**src/hw/rtl/dspc_pkg.sv**
```systemverilog
// Shared types and constants for the dump stream parser with CRC-64 check.
// No dependencies; imported by every module of the block.
package dspc_pkg;

   localparam int unsigned BYTE_W     = 8;
   localparam int unsigned WORD_W     = 32;
   localparam int unsigned CRC_W      = 64;
   localparam int unsigned KIND_W     = 3;
   localparam int unsigned STATUS_W   = 3;
   localparam int unsigned CSR_IDX_W  = 2;
   localparam int unsigned RSP_BITS   = BYTE_W + STATUS_W + 2 * WORD_W;
   localparam int unsigned RSP_TDATA_W = ((RSP_BITS + 7) / 8) * 8;

   localparam logic [CRC_W-1:0] CRC_POLY = 64'h42F0_E1EB_A9EA_3693;

   // Configuration register indexes
   localparam logic [CSR_IDX_W-1:0] CSR_TARGET_DB   = 2'd0;
   localparam logic [CSR_IDX_W-1:0] CSR_MIN_VERSION = 2'd1;
   localparam logic [CSR_IDX_W-1:0] CSR_MAX_VERSION = 2'd2;

   localparam logic [WORD_W-1:0] RST_TARGET_DB   = 32'd0;
   localparam logic [WORD_W-1:0] RST_MIN_VERSION = 32'd1;
   localparam logic [WORD_W-1:0] RST_MAX_VERSION = 32'd12;

   // Result kinds
   localparam logic [KIND_W-1:0] KIND_KEY_BYTE    = 3'd0;
   localparam logic [KIND_W-1:0] KIND_VALUE_BYTE  = 3'd1;
   localparam logic [KIND_W-1:0] KIND_EMPTY_KEY   = 3'd2;
   localparam logic [KIND_W-1:0] KIND_EMPTY_VALUE = 3'd3;
   localparam logic [KIND_W-1:0] KIND_STATUS      = 3'd4;

   // Load status codes
   localparam logic [STATUS_W-1:0] ST_OK           = 3'd0;
   localparam logic [STATUS_W-1:0] ST_BAD_MAGIC    = 3'd1;
   localparam logic [STATUS_W-1:0] ST_BAD_VERSION  = 3'd2;
   localparam logic [STATUS_W-1:0] ST_CORRUPTED    = 3'd3;
   localparam logic [STATUS_W-1:0] ST_CRC_MISMATCH = 3'd4;

   // Opcodes and length prefix tags
   localparam logic [BYTE_W-1:0] OP_EOF       = 8'hFF;
   localparam logic [BYTE_W-1:0] OP_SELECT_DB = 8'hFE;
   localparam logic [BYTE_W-1:0] OP_PAIR      = 8'h00;
   localparam logic [1:0] LEN_TAG_6BIT  = 2'b00;
   localparam logic [1:0] LEN_TAG_14BIT = 2'b01;
   localparam logic [1:0] LEN_TAG_32BIT = 2'b10;

   localparam logic [3:0] MAGIC_LEN      = 4'd5;
   localparam logic [3:0] HEADER_LEN     = 4'd9;
   localparam logic [3:0] TAIL_LEN       = 4'd8;

   typedef enum logic [3:0] {
      PH_MAGIC    = 4'd0,
      PH_VERSION  = 4'd1,
      PH_OPCODE   = 4'd2,
      PH_LEN_DB   = 4'd3,
      PH_LEN_SKIP = 4'd4,
      PH_LEN_KEY  = 4'd5,
      PH_LEN_VAL  = 4'd6,
      PH_KEY      = 4'd7,
      PH_VAL      = 4'd8,
      PH_DONE     = 4'd9,
      PH_FAILED   = 4'd10
   } phase_type;

   typedef struct packed {
      logic [KIND_W-1:0]   kind;
      logic [BYTE_W-1:0]   payload;
      logic                string_end;
      logic [STATUS_W-1:0] status;
      logic [WORD_W-1:0]   format_version;
      logic [WORD_W-1:0]   pairs_loaded;
   } result_type;

   // Up to two results per accepted byte, in delivery order
   typedef struct packed {
      logic       valid0;
      logic       valid1;
      result_type item0;
      result_type item1;
   } res_push_type;

   // Checksum view after the current byte is taken in
   typedef struct packed {
      logic tail_full;
      logic crc_match;
   } crc_status_type;

   function automatic logic [BYTE_W-1:0] magic_byte(input logic [2:0] idx);
      logic [BYTE_W-1:0] b;
      case (idx)
         3'd0:    b = 8'h52;
         3'd1:    b = 8'h45;
         3'd2:    b = 8'h44;
         3'd3:    b = 8'h49;
         3'd4:    b = 8'h53;
         default: b = 8'h00;
      endcase
      return b;
   endfunction

endpackage

```
**src/hw/rtl/dspc_crc.sv**
```systemverilog
// CRC-64 engine and eight-byte tail delay line of the dump stream parser.
// Depends on dspc_pkg.
module dspc_crc (
   input  logic                        clock,
   input  logic                        reset,
   input  logic                        step,
   input  logic                        fin,
   input  logic [dspc_pkg::BYTE_W-1:0] data_byte,
   output dspc_pkg::crc_status_type    crc_view
);
   import dspc_pkg::*;

   logic [BYTE_W-1:0] tail_ff [TAIL_LEN];
   logic [BYTE_W-1:0] tail_in [TAIL_LEN];
   logic [3:0]        fill_ff, fill_in;
   logic [CRC_W-1:0]  crc_ff, crc_in;
   logic [CRC_W-1:0]  stored;

   // One byte through the right-shifting CRC, eight bit steps unrolled
   function automatic logic [CRC_W-1:0] crc_byte(input logic [CRC_W-1:0] c,
                                                 input logic [BYTE_W-1:0] b);
      logic [CRC_W-1:0] r;
      r = c ^ {{(CRC_W-BYTE_W){1'b0}}, b};
      for (int i = 0; i < BYTE_W; i++) begin
         r = r[0] ? ({1'b0, r[CRC_W-1:1]} ^ CRC_POLY) : {1'b0, r[CRC_W-1:1]};
      end
      return r;
   endfunction

   // Feed the oldest held byte once the line is full, otherwise fill it
   always_comb begin
      tail_in = tail_ff;
      fill_in = fill_ff;
      crc_in  = crc_ff;
      if (fill_ff >= TAIL_LEN) begin
         crc_in = crc_byte(crc_ff, tail_ff[0]);
         for (int i = 0; i < TAIL_LEN - 1; i++) begin
            tail_in[i] = tail_ff[i+1];
         end
         tail_in[TAIL_LEN-1] = data_byte;
      end else begin
         tail_in[fill_ff[2:0]] = data_byte;
         fill_in = fill_ff + 4'd1;
      end
   end

   // Held bytes read big-endian, first byte most significant
   always_comb begin
      stored = '0;
      for (int i = 0; i < TAIL_LEN; i++) begin
         stored = {stored[CRC_W-BYTE_W-1:0], tail_in[i]};
      end
      crc_view.tail_full = (fill_in >= TAIL_LEN);
      crc_view.crc_match = (stored == crc_in);
   end

   always_ff @(posedge clock) begin
      if (reset) begin
         fill_ff <= '0;
         crc_ff  <= '0;
      end else if (step) begin
         if (fin) begin
            fill_ff <= '0;
            crc_ff  <= '0;
         end else begin
            fill_ff <= fill_in;
            crc_ff  <= crc_in;
         end
      end
   end

   always_ff @(posedge clock) begin
      if (step) begin
         tail_ff <= tail_in;
      end
   end

endmodule

```
**src/hw/rtl/dspc_parser.sv**
```systemverilog
// Header check, opcode and length parser of the dump stream parser.
// Depends on dspc_pkg; takes the checksum view from dspc_crc.
module dspc_parser (
   input  logic                        clock,
   input  logic                        reset,
   input  logic                        step,
   input  logic                        fin,
   input  logic [dspc_pkg::BYTE_W-1:0] data_byte,
   input  logic [dspc_pkg::WORD_W-1:0] target_database,
   input  logic [dspc_pkg::WORD_W-1:0] min_version,
   input  logic [dspc_pkg::WORD_W-1:0] max_version,
   input  dspc_pkg::crc_status_type    crc_view,
   output dspc_pkg::res_push_type      push
);
   import dspc_pkg::*;

   phase_type           phase_ff, phase_in;
   logic [3:0]          hdr_ff, hdr_in;
   logic [WORD_W-1:0]   ver_ff, ver_in;
   logic [WORD_W-1:0]   len_acc_ff, len_acc_in;
   logic [2:0]          len_left_ff, len_left_in;
   logic [WORD_W-1:0]   str_left_ff, str_left_in;
   logic [1:0]          skip_ff, skip_in;
   logic [STATUS_W-1:0] err_ff, err_in;
   logic [WORD_W-1:0]   pairs_ff, pairs_in;

   logic [WORD_W-1:0]   len_acc_dec;
   logic [2:0]          len_left_dec;
   logic                len_done;
   logic [WORD_W-1:0]   len_val;
   logic                str_last;
   logic [WORD_W-1:0]   pairs_inc;

   assign str_last  = (str_left_ff == {{(WORD_W-1){1'b0}}, 1'b1});
   assign pairs_inc = (&pairs_ff) ? pairs_ff : pairs_ff + 1'b1;

   // Length prefix decode
   always_comb begin
      len_acc_dec  = len_acc_ff;
      len_left_dec = len_left_ff;
      len_done     = 1'b0;
      len_val      = '0;
      if (len_left_ff == 3'd0) begin
         case (data_byte[7:6])
            LEN_TAG_6BIT: begin
               len_done = 1'b1;
               len_val  = {{(WORD_W-6){1'b0}}, data_byte[5:0]};
            end
            LEN_TAG_14BIT: begin
               len_acc_dec  = {{(WORD_W-6){1'b0}}, data_byte[5:0]};
               len_left_dec = 3'd1;
            end
            LEN_TAG_32BIT: begin
               len_acc_dec  = '0;
               len_left_dec = 3'd4;
            end
            default: begin
               len_done = 1'b1;
            end
         endcase
      end else begin
         len_acc_dec  = {len_acc_ff[WORD_W-BYTE_W-1:0], data_byte};
         len_left_dec = len_left_ff - 3'd1;
         if (len_left_dec == 3'd0) begin
            len_done = 1'b1;
            len_val  = len_acc_dec;
         end
      end
   end

   // Next state
   always_comb begin
      phase_in    = phase_ff;
      hdr_in      = hdr_ff;
      ver_in      = ver_ff;
      len_acc_in  = len_acc_ff;
      len_left_in = len_left_ff;
      str_left_in = str_left_ff;
      skip_in     = skip_ff;
      err_in      = err_ff;
      pairs_in    = pairs_ff;
      case (phase_ff)
         PH_MAGIC: begin
            if (data_byte == magic_byte(hdr_ff[2:0])) begin
               hdr_in = hdr_ff + 4'd1;
               if (hdr_in == MAGIC_LEN) begin
                  phase_in = PH_VERSION;
               end
            end else begin
               err_in   = ST_BAD_MAGIC;
               phase_in = PH_FAILED;
            end
         end
         PH_VERSION: begin
            ver_in = {ver_ff[WORD_W-BYTE_W-1:0], data_byte};
            hdr_in = hdr_ff + 4'd1;
            if (hdr_in >= HEADER_LEN) begin
               if (ver_in >= min_version && ver_in <= max_version) begin
                  phase_in = PH_OPCODE;
               end else begin
                  err_in   = ST_BAD_VERSION;
                  phase_in = PH_FAILED;
               end
            end
         end
         PH_OPCODE: begin
            len_left_in = 3'd0;
            case (data_byte)
               OP_EOF:       phase_in = PH_DONE;
               OP_SELECT_DB: phase_in = PH_LEN_DB;
               OP_PAIR:      phase_in = PH_LEN_KEY;
               default: begin
                  err_in   = ST_CORRUPTED;
                  phase_in = PH_FAILED;
               end
            endcase
         end
         PH_LEN_DB, PH_LEN_SKIP, PH_LEN_KEY, PH_LEN_VAL: begin
            len_acc_in  = len_acc_dec;
            len_left_in = len_left_dec;
            if (len_done) begin
               case (phase_ff)
                  PH_LEN_DB: begin
                     if (len_val == target_database) begin
                        phase_in = PH_LEN_SKIP;
                        skip_in  = 2'd2;
                     end else begin
                        phase_in = PH_OPCODE;
                     end
                  end
                  PH_LEN_SKIP: begin
                     skip_in = skip_ff - 2'd1;
                     if (skip_in == 2'd0) begin
                        phase_in = PH_OPCODE;
                     end
                  end
                  PH_LEN_KEY: begin
                     if (len_val == '0) begin
                        phase_in = PH_LEN_VAL;
                     end else begin
                        str_left_in = len_val;
                        phase_in    = PH_KEY;
                     end
                  end
                  default: begin
                     if (len_val == '0) begin
                        pairs_in = pairs_inc;
                        phase_in = PH_OPCODE;
                     end else begin
                        str_left_in = len_val;
                        phase_in    = PH_VAL;
                     end
                  end
               endcase
            end
         end
         PH_KEY, PH_VAL: begin
            str_left_in = str_left_ff - 1'b1;
            if (str_last) begin
               len_left_in = 3'd0;
               if (phase_ff == PH_VAL) begin
                  pairs_in = pairs_inc;
                  phase_in = PH_OPCODE;
               end else begin
                  phase_in = PH_LEN_VAL;
               end
            end
         end
         default: begin
         end
      endcase
   end

   // Result items
   always_comb begin
      result_type parse_item;
      result_type status_item;
      logic       parse_valid;
      parse_item  = '0;
      status_item = '0;
      parse_valid = 1'b0;
      case (phase_ff)
         PH_KEY, PH_VAL: begin
            parse_valid           = 1'b1;
            parse_item.kind       = (phase_ff == PH_VAL) ? KIND_VALUE_BYTE : KIND_KEY_BYTE;
            parse_item.payload    = data_byte;
            parse_item.string_end = str_last;
         end
         PH_LEN_KEY: begin
            parse_valid     = len_done && (len_val == '0);
            parse_item.kind = KIND_EMPTY_KEY;
         end
         PH_LEN_VAL: begin
            parse_valid     = len_done && (len_val == '0);
            parse_item.kind = KIND_EMPTY_VALUE;
         end
         default: begin
         end
      endcase

      status_item.kind         = KIND_STATUS;
      status_item.pairs_loaded = pairs_in;
      if (!(phase_in == PH_MAGIC || phase_in == PH_VERSION || err_in == ST_BAD_MAGIC)) begin
         status_item.format_version = ver_in;
      end
      if (err_in != ST_OK) begin
         status_item.status = err_in;
      end else if (phase_in == PH_MAGIC) begin
         status_item.status = ST_BAD_MAGIC;
      end else if (phase_in == PH_VERSION) begin
         status_item.status = ST_BAD_VERSION;
      end else if (phase_in == PH_LEN_KEY || phase_in == PH_LEN_VAL ||
                   phase_in == PH_KEY || phase_in == PH_VAL) begin
         status_item.status = ST_CORRUPTED;
      end else if (!crc_view.tail_full || !crc_view.crc_match) begin
         status_item.status = ST_CRC_MISMATCH;
      end else begin
         status_item.status = ST_OK;
      end

      // Compact: a parse result always goes first
      if (parse_valid) begin
         push.valid0 = step;
         push.item0  = parse_item;
         push.valid1 = step && fin;
         push.item1  = status_item;
      end else begin
         push.valid0 = step && fin;
         push.item0  = status_item;
         push.valid1 = 1'b0;
         push.item1  = status_item;
      end
   end

   always_ff @(posedge clock) begin
      if (reset || (step && fin)) begin
         phase_ff    <= PH_MAGIC;
         hdr_ff      <= '0;
         ver_ff      <= '0;
         len_acc_ff  <= '0;
         len_left_ff <= '0;
         str_left_ff <= '0;
         skip_ff     <= '0;
         err_ff      <= ST_OK;
         pairs_ff    <= '0;
      end else if (step) begin
         phase_ff    <= phase_in;
         hdr_ff      <= hdr_in;
         ver_ff      <= ver_in;
         len_acc_ff  <= len_acc_in;
         len_left_ff <= len_left_in;
         str_left_ff <= str_left_in;
         skip_ff     <= skip_in;
         err_ff      <= err_in;
         pairs_ff    <= pairs_in;
      end
   end

endmodule

```
**src/hw/rtl/dspc_outq.sv**
```systemverilog
// Result queue of the dump stream parser: takes up to two items a cycle,
// hands out one. Depends on dspc_pkg.
module dspc_outq #(
   parameter int unsigned DEPTH = 4
) (
   input  logic                   clock,
   input  logic                   reset,
   input  dspc_pkg::res_push_type push,
   output dspc_pkg::result_type   head,
   output logic                   head_valid,
   input  logic                   head_ready,
   output logic                   room
);
   import dspc_pkg::*;

   localparam int unsigned PTR_W = $clog2(DEPTH);
   localparam int unsigned CNT_W = $clog2(DEPTH + 1);

   result_type       mem [DEPTH];
   logic [PTR_W-1:0] wr_ptr_ff, wr_ptr_in;
   logic [PTR_W-1:0] rd_ptr_ff, rd_ptr_in;
   logic [CNT_W-1:0] cnt_ff, cnt_in;
   logic [1:0]       push_n;
   logic             pop;

   assign push_n     = {1'b0, push.valid0} + {1'b0, push.valid1};
   assign head_valid = (cnt_ff != '0);
   assign head       = mem[rd_ptr_ff];
   assign pop        = head_valid && head_ready;
   assign room       = (cnt_ff <= CNT_W'(DEPTH - 2));

   assign wr_ptr_in = wr_ptr_ff + PTR_W'(push_n);
   assign rd_ptr_in = rd_ptr_ff + PTR_W'(pop);
   assign cnt_in    = cnt_ff + CNT_W'(push_n) - CNT_W'(pop);

   always_ff @(posedge clock) begin
      if (reset) begin
         wr_ptr_ff <= '0;
         rd_ptr_ff <= '0;
         cnt_ff    <= '0;
      end else begin
         wr_ptr_ff <= wr_ptr_in;
         rd_ptr_ff <= rd_ptr_in;
         cnt_ff    <= cnt_in;
      end
   end

   always_ff @(posedge clock) begin
      if (push.valid0) begin
         mem[wr_ptr_ff] <= push.item0;
      end
      if (push.valid1) begin
         mem[wr_ptr_ff + PTR_W'(1)] <= push.item1;
      end
   end

endmodule

```
**src/hw/rtl/dump_stream_parser_crc64_unit.sv**
```systemverilog
// Top level of the dump stream parser with CRC-64 check.
// Depends on dspc_pkg, dspc_crc, dspc_parser and dspc_outq.
//
// Usage:
//   req_*  carries the dump file one byte per transaction; req_tlast marks
//          the final byte of a file.
//   rsp_*  carries result items: key and value bytes (rsp_tlast on the last
//          byte of a string), empty key / empty value markers, and one load
//          status item after the final byte of each file.
//   csr_*  writes target_database (0), min_version (1) and max_version (2);
//          write only while no file is in flight.
//   A result enters the result queue as its byte is taken; with the queue empty
//   it shows on rsp_tvalid the cycle after. Throughput: one byte per cycle while
//   the result queue has room; the parser and the 8-bit CRC update sit between
//   the state registers and the result queue in one pass. The final byte may
//   give two items, handed out in turn. A stalled receiver fills the result
//   queue; req_tready drops while fewer than two free entries remain and comes back as items drain.
//   Reset (synchronous, active high) empties the queue, returns the parser to
//   the magic check and loads register defaults 0, 1 and 12. After each
//   status item the parser returns to that same state for the next file.
module dump_stream_parser_crc64_unit #(
   parameter int unsigned RSP_QUEUE_DEPTH = 4
) (
   input  logic                                   clock,
   input  logic                                   reset,
   // input channel
   input  logic                                   req_tvalid,
   output logic                                   req_tready,
   input  logic [dspc_pkg::BYTE_W-1:0]            req_tdata,   // [7:0] data_byte
   input  logic                                   req_tlast,   // final_byte
   // result channel
   output logic                                   rsp_tvalid,
   input  logic                                   rsp_tready,
   output logic [dspc_pkg::RSP_TDATA_W-1:0]       rsp_tdata,   // payload, status,
                                                               // format_version,
                                                               // pairs_loaded, zero pad
   output logic [dspc_pkg::KIND_W-1:0]            rsp_tuser,   // kind
   output logic                                   rsp_tlast,   // string_end
   // configuration port
   input  logic                                   csr_wr_en,
   input  logic [dspc_pkg::CSR_IDX_W-1:0]         csr_index,
   input  logic [dspc_pkg::WORD_W-1:0]            csr_wdata
);
   import dspc_pkg::*;

   logic [WORD_W-1:0] target_db_ff;
   logic [WORD_W-1:0] min_ver_ff;
   logic [WORD_W-1:0] max_ver_ff;
   logic              step;
   logic              room;
   crc_status_type    crc_view;
   res_push_type      push;
   result_type        head;

   assign req_tready = room;
   assign step       = req_tvalid && req_tready;

   // Configuration registers; an index past the list is dropped
   always_ff @(posedge clock) begin
      if (reset) begin
         target_db_ff <= RST_TARGET_DB;
         min_ver_ff   <= RST_MIN_VERSION;
         max_ver_ff   <= RST_MAX_VERSION;
      end else if (csr_wr_en) begin
         case (csr_index)
            CSR_TARGET_DB:   target_db_ff <= csr_wdata;
            CSR_MIN_VERSION: min_ver_ff   <= csr_wdata;
            CSR_MAX_VERSION: max_ver_ff   <= csr_wdata;
            default: begin
            end
         endcase
      end
   end

   // Checksum over all bytes but the last eight, held in the tail line
   dspc_crc u_crc (
      .clock     (clock),
      .reset     (reset),
      .step      (step),
      .fin       (req_tlast),
      .data_byte (req_tdata),
      .crc_view  (crc_view)
   );

   // Header, opcode and length parsing; builds up to two results per byte
   dspc_parser u_parser (
      .clock           (clock),
      .reset           (reset),
      .step            (step),
      .fin             (req_tlast),
      .data_byte       (req_tdata),
      .target_database (target_db_ff),
      .min_version     (min_ver_ff),
      .max_version     (max_ver_ff),
      .crc_view        (crc_view),
      .push            (push)
   );

   // Result queue decouples the parser from a stalling receiver
   dspc_outq #(
      .DEPTH (RSP_QUEUE_DEPTH)
   ) u_outq (
      .clock      (clock),
      .reset      (reset),
      .push       (push),
      .head       (head),
      .head_valid (rsp_tvalid),
      .head_ready (rsp_tready),
      .room       (room)
   );

   assign rsp_tdata = {{(RSP_TDATA_W - RSP_BITS){1'b0}}, head.pairs_loaded,
                       head.format_version, head.status, head.payload};
   assign rsp_tuser = head.kind;
   assign rsp_tlast = head.string_end;

endmodule

```
**config.mk**
```make
export PLATFORM = sky130hd
export DESIGN_NAME = dump_stream_parser_crc64_unit
export DESIGN_NICKNAME = d
export VERILOG_FILES = /design/src/hw/rtl/dspc_pkg.sv /design/src/hw/rtl/dspc_crc.sv /design/src/hw/rtl/dspc_parser.sv /design/src/hw/rtl/dspc_outq.sv /design/src/hw/rtl/dump_stream_parser_crc64_unit.sv
export SDC_FILE = /design/constraint.sdc
export NUM_CORES = 2
export LEC_CHECK = 0
export CORE_MARGIN = 8
export CORE_UTILIZATION = 44
export CTS_CLUSTER_DIAMETER = 100
export DETAILED_ROUTE_END_ITERATION = 8
export DONT_BUFFER_PORTS = 1
export HOLD_SLACK_MARGIN = 0.03
export PLACE_DENSITY = 0.6
export SLEW_MARGIN = 40
export SYNTH_ARGS = -nofsm -noshare
export SYNTH_HDL_FRONTEND = slang
export SYNTH_SLANG_ARGS = --single-unit
```
**constraint.sdc**
```tcl
create_clock -name clock -period 21.6 [get_ports clock]
set_input_delay 2.16 -clock clock [delete_from_list [all_inputs] [get_ports clock]]
set_output_delay 2.16 -clock clock [all_outputs]
set_load 0.05 [all_outputs]
```
==> metrics.txt <==
post-CTS setup buffers 0; CP Class input port to flip-flop; max-cap violations 0; IO Count 134; non-filler cells, final 4,803; Logic pwr share 36.7%; sw power 1.755 mW; Post-CTS Hold Fix Bufs 0; CP arrival 6.08 ns; DR vias/cell 5.887; FP Rows 106; Core ar. 83,290 um2; post-route setup TNS 0 ns; Vias 28,280; clk_skew 0.02877 ns; Worst Path Required 21.85 ns; synth cell count leaders nor2_1 (550), nand2_1 (442), dfxtp_1 (355); Placement Setup Slack 15.15 ns; sequential share of power 35.2%; Hold Crit Class flip-flop to flip-flop; GRT Total Usage 23.40%; Tmin final 5.826 ns; first-pass GRT wire length 170,500 um; ranking of synthesized cells by area edfxtp_1 (27%), dfxtp_1 (19%), nor2_1 (5.6%), mux4_2 (4.8%), a21oi_1 (4.7%); critical path's top delay family simple AND/OR/NAND/NOR gates; clock share of power 28.2%; CP cell instances inv_1 > ha_1 > a21oi_1 > nand3_1 > and4b_1 > nand2b_1 > o21ai_1 > or3_1 > o21ai_4 > buf_4; area grow syn2layout 9.481%; gr ovfl total 0; worst hold slack 0.4467 ns; Worst Path Buf+Inv 2; slowest cell on the critical path or3_1; post-synth top area share 27.04%; cell with the most instances after synthesis nor2_1; wire per inst 23.54 um; routability cong. 0.9683; PostCTS Resize Cnt 0; Worst setup SP type input port; layout cells sized above 1 9.589%; pins over their slew limit 0; largest net degree at the start of global routing 169; Int Power 2.797 mW; fin crit share 26.97%; CTS buffer count 77; Rel. slew slack 35.98%; Nets 3,800; clock sink count 687; CP startpoint req_tdata[7]; post-route ant nets 0; Setup crit end u_outq.mem[0][33]; CTS tree done; worst vdd ir 0.06885 mV; H-tree Lvls 3; hold_sp u_outq.mem[2][78]; PortBufs 0; Async SR Flop Fraction 0%; Pleak 13.83 nW; HPWL after DPL 75,670 um; Clock Latency Late Sink 0.64 ns; vias in the first global route 26,450; critical path capture point type flip-flop; Hold Violations, Final 0; R2R depth 10; r2r startpoint u_crc.fill_ff[1]; initial antenna violation count 1; DIE HEIGHT 305.5 um; Highest Clock Rate 171.6 MHz; Least-Margin Pin Slew 0.9603 ns; critical path depth in cells 10; Post-synth EDFFs 332; diode count 0; #FFs+latches synth 687; top_reg_cell synth dfxtp_1; Synth cell types 92; cell count after placement 4,665; worst hold path depth 2; reg2reg end u_outq.mem[3][66]; Die Wd 305.5 um; run status finished, final reports clean; cell area after synthesis 36,870 um2; average footprint of a synthesized cell 9.755 um2; worst reg2reg setup slack 16.80 ns; Synth area leader edfxtp_1; Iter 0 DRT Violations 2,986; Initial Utilization 44.27%; routed wire length 113,100 um; overall power 4.552 mW; register area share after synthesis 46.31%; Clock transition at path regs 0.06 ns; RSZ-0062 raised after global routing false; Setup WS post-layout 15.77 ns; YS warnings 0; Final setup viols 0; CTS max path bufs 3; Syn Inst Count 3,780; Detailed Routing Iterations Pass 1 6; clk root buf clkbuf_16; sw frac 38.55%; CP Max Fanout 49; Residual DRC 0; Power Dens Cells 112.8 nW/um2; overall die area 93,320 um2; Max stage delay on crit path 0.70 ns
-- worst min-delay path, stage by stage (launching register included) --
cell and delay (ns):
dfxtp_1 0.31, nand2_1 0.05, nand2_1 0.04
-- kinds of logic after synthesis --
group,synth area share (%)
simple gates,16.29
compound gates,12.52
flops,46.31
buf+inv,4.113
xor+xnor,9.342
mux,8.405
fa+ha+maj,3.000
other cells,0.01017
-- layer usage --
metal / vias to the layer above / GRT usage (%) / routed length, um
met5: - / 0 / 11
met2: 1102 / 37.09 / 51960
met4: 2 / 7.248 / 3666
met1: 13710 / 32.36 / 48760
met3: 213 / 4.528 / 8672
li1: 13250 / - / -
-- flip-flops by register name, summed over array words and instances, names as in the netlist, 24 cells and up --
register	flops
u_outq.mem	316
u_crc.crc_ff	64
u_crc.tail_ff	64
max_ver_ff	32
min_ver_ff	32
target_db_ff	32
u_parser.pairs_ff	32
u_parser.str_left_ff	32
u_parser.ver_ff	32
u_parser.len_acc_ff	24
-- cell usage in the layout (no fill, tap or decap), types with 13 or more instances in the layout --
master     count
nor2_1       540
nand2_1      439
dfxtp_1      352
a21oi_1      344
edfxtp_1     332
xnor2_1      175
inv_1        134
mux2i_1      106
o21ai_0       88
ha_1          86
nand3_1       84
mux4_2        79
clkbuf_16     78
a22oi_1       73
xor2_1        66
nor3_1        59
buf_4         45
nand4_1       39
xnor3_1       38
nor4_1        30
a211oi_1      30
a31oi_1       27
or3_1         23
mux2_2        23
a21o_1        21
clkbuf_1      20
o32ai_1       15
nand2b_1      14
and3_1        14
and2_1        13
a221oi_1      13
nand3b_1      13
clkinv_2      13
-- power groups by stage --
stage | registers (mW) | clock network, mW | logic (mW)
after detailed placement | 1.63 | 0 | 1.65
after CTS | 1.60 | 1.30 | 1.66
after global routing | 1.61 | 1.35 | 1.76
after global placement | 1.62 | 0 | 1.65
after floorplan | 1.57 | 0 | 1.29
final | 1.60 | 1.28 | 1.67
-- how the worst min path moves through the flow --
stage,end,slack [ns]
after CTS,u_outq.mem[2][78],0.45
after floorplan,u_outq.mem[2][78],0.42
final,u_outq.mem[2][78],0.45
after detailed placement,u_outq.mem[2][78],0.44
after global placement,u_outq.mem[1][78],0.43
after global routing,u_outq.mem[2][69],0.46
-- area by class of cell --
class	instances	area [um2]
Multi-Input combinational cell	2709	18520
Tap cell	1080	1351
Fill cell	7780	42920
Sequential cell	687	17090
Clock inverter	31	307.8
Inverter	137	516.7
Timing Repair Buffer	53	452.9
Clock buffer	106	2131
-- metrics by stage --
stage / utilization [%] / cell area (um2)
finish: 48.47 / 40370
global route: 48.47 / 40370
CTS: 48.41 / 40320
detailed placement: 45.48 / 37880
global placement: 45.34 / 37760
floorplan: - / 36890
No activity file was read; power rests on OpenSTA's default activity.
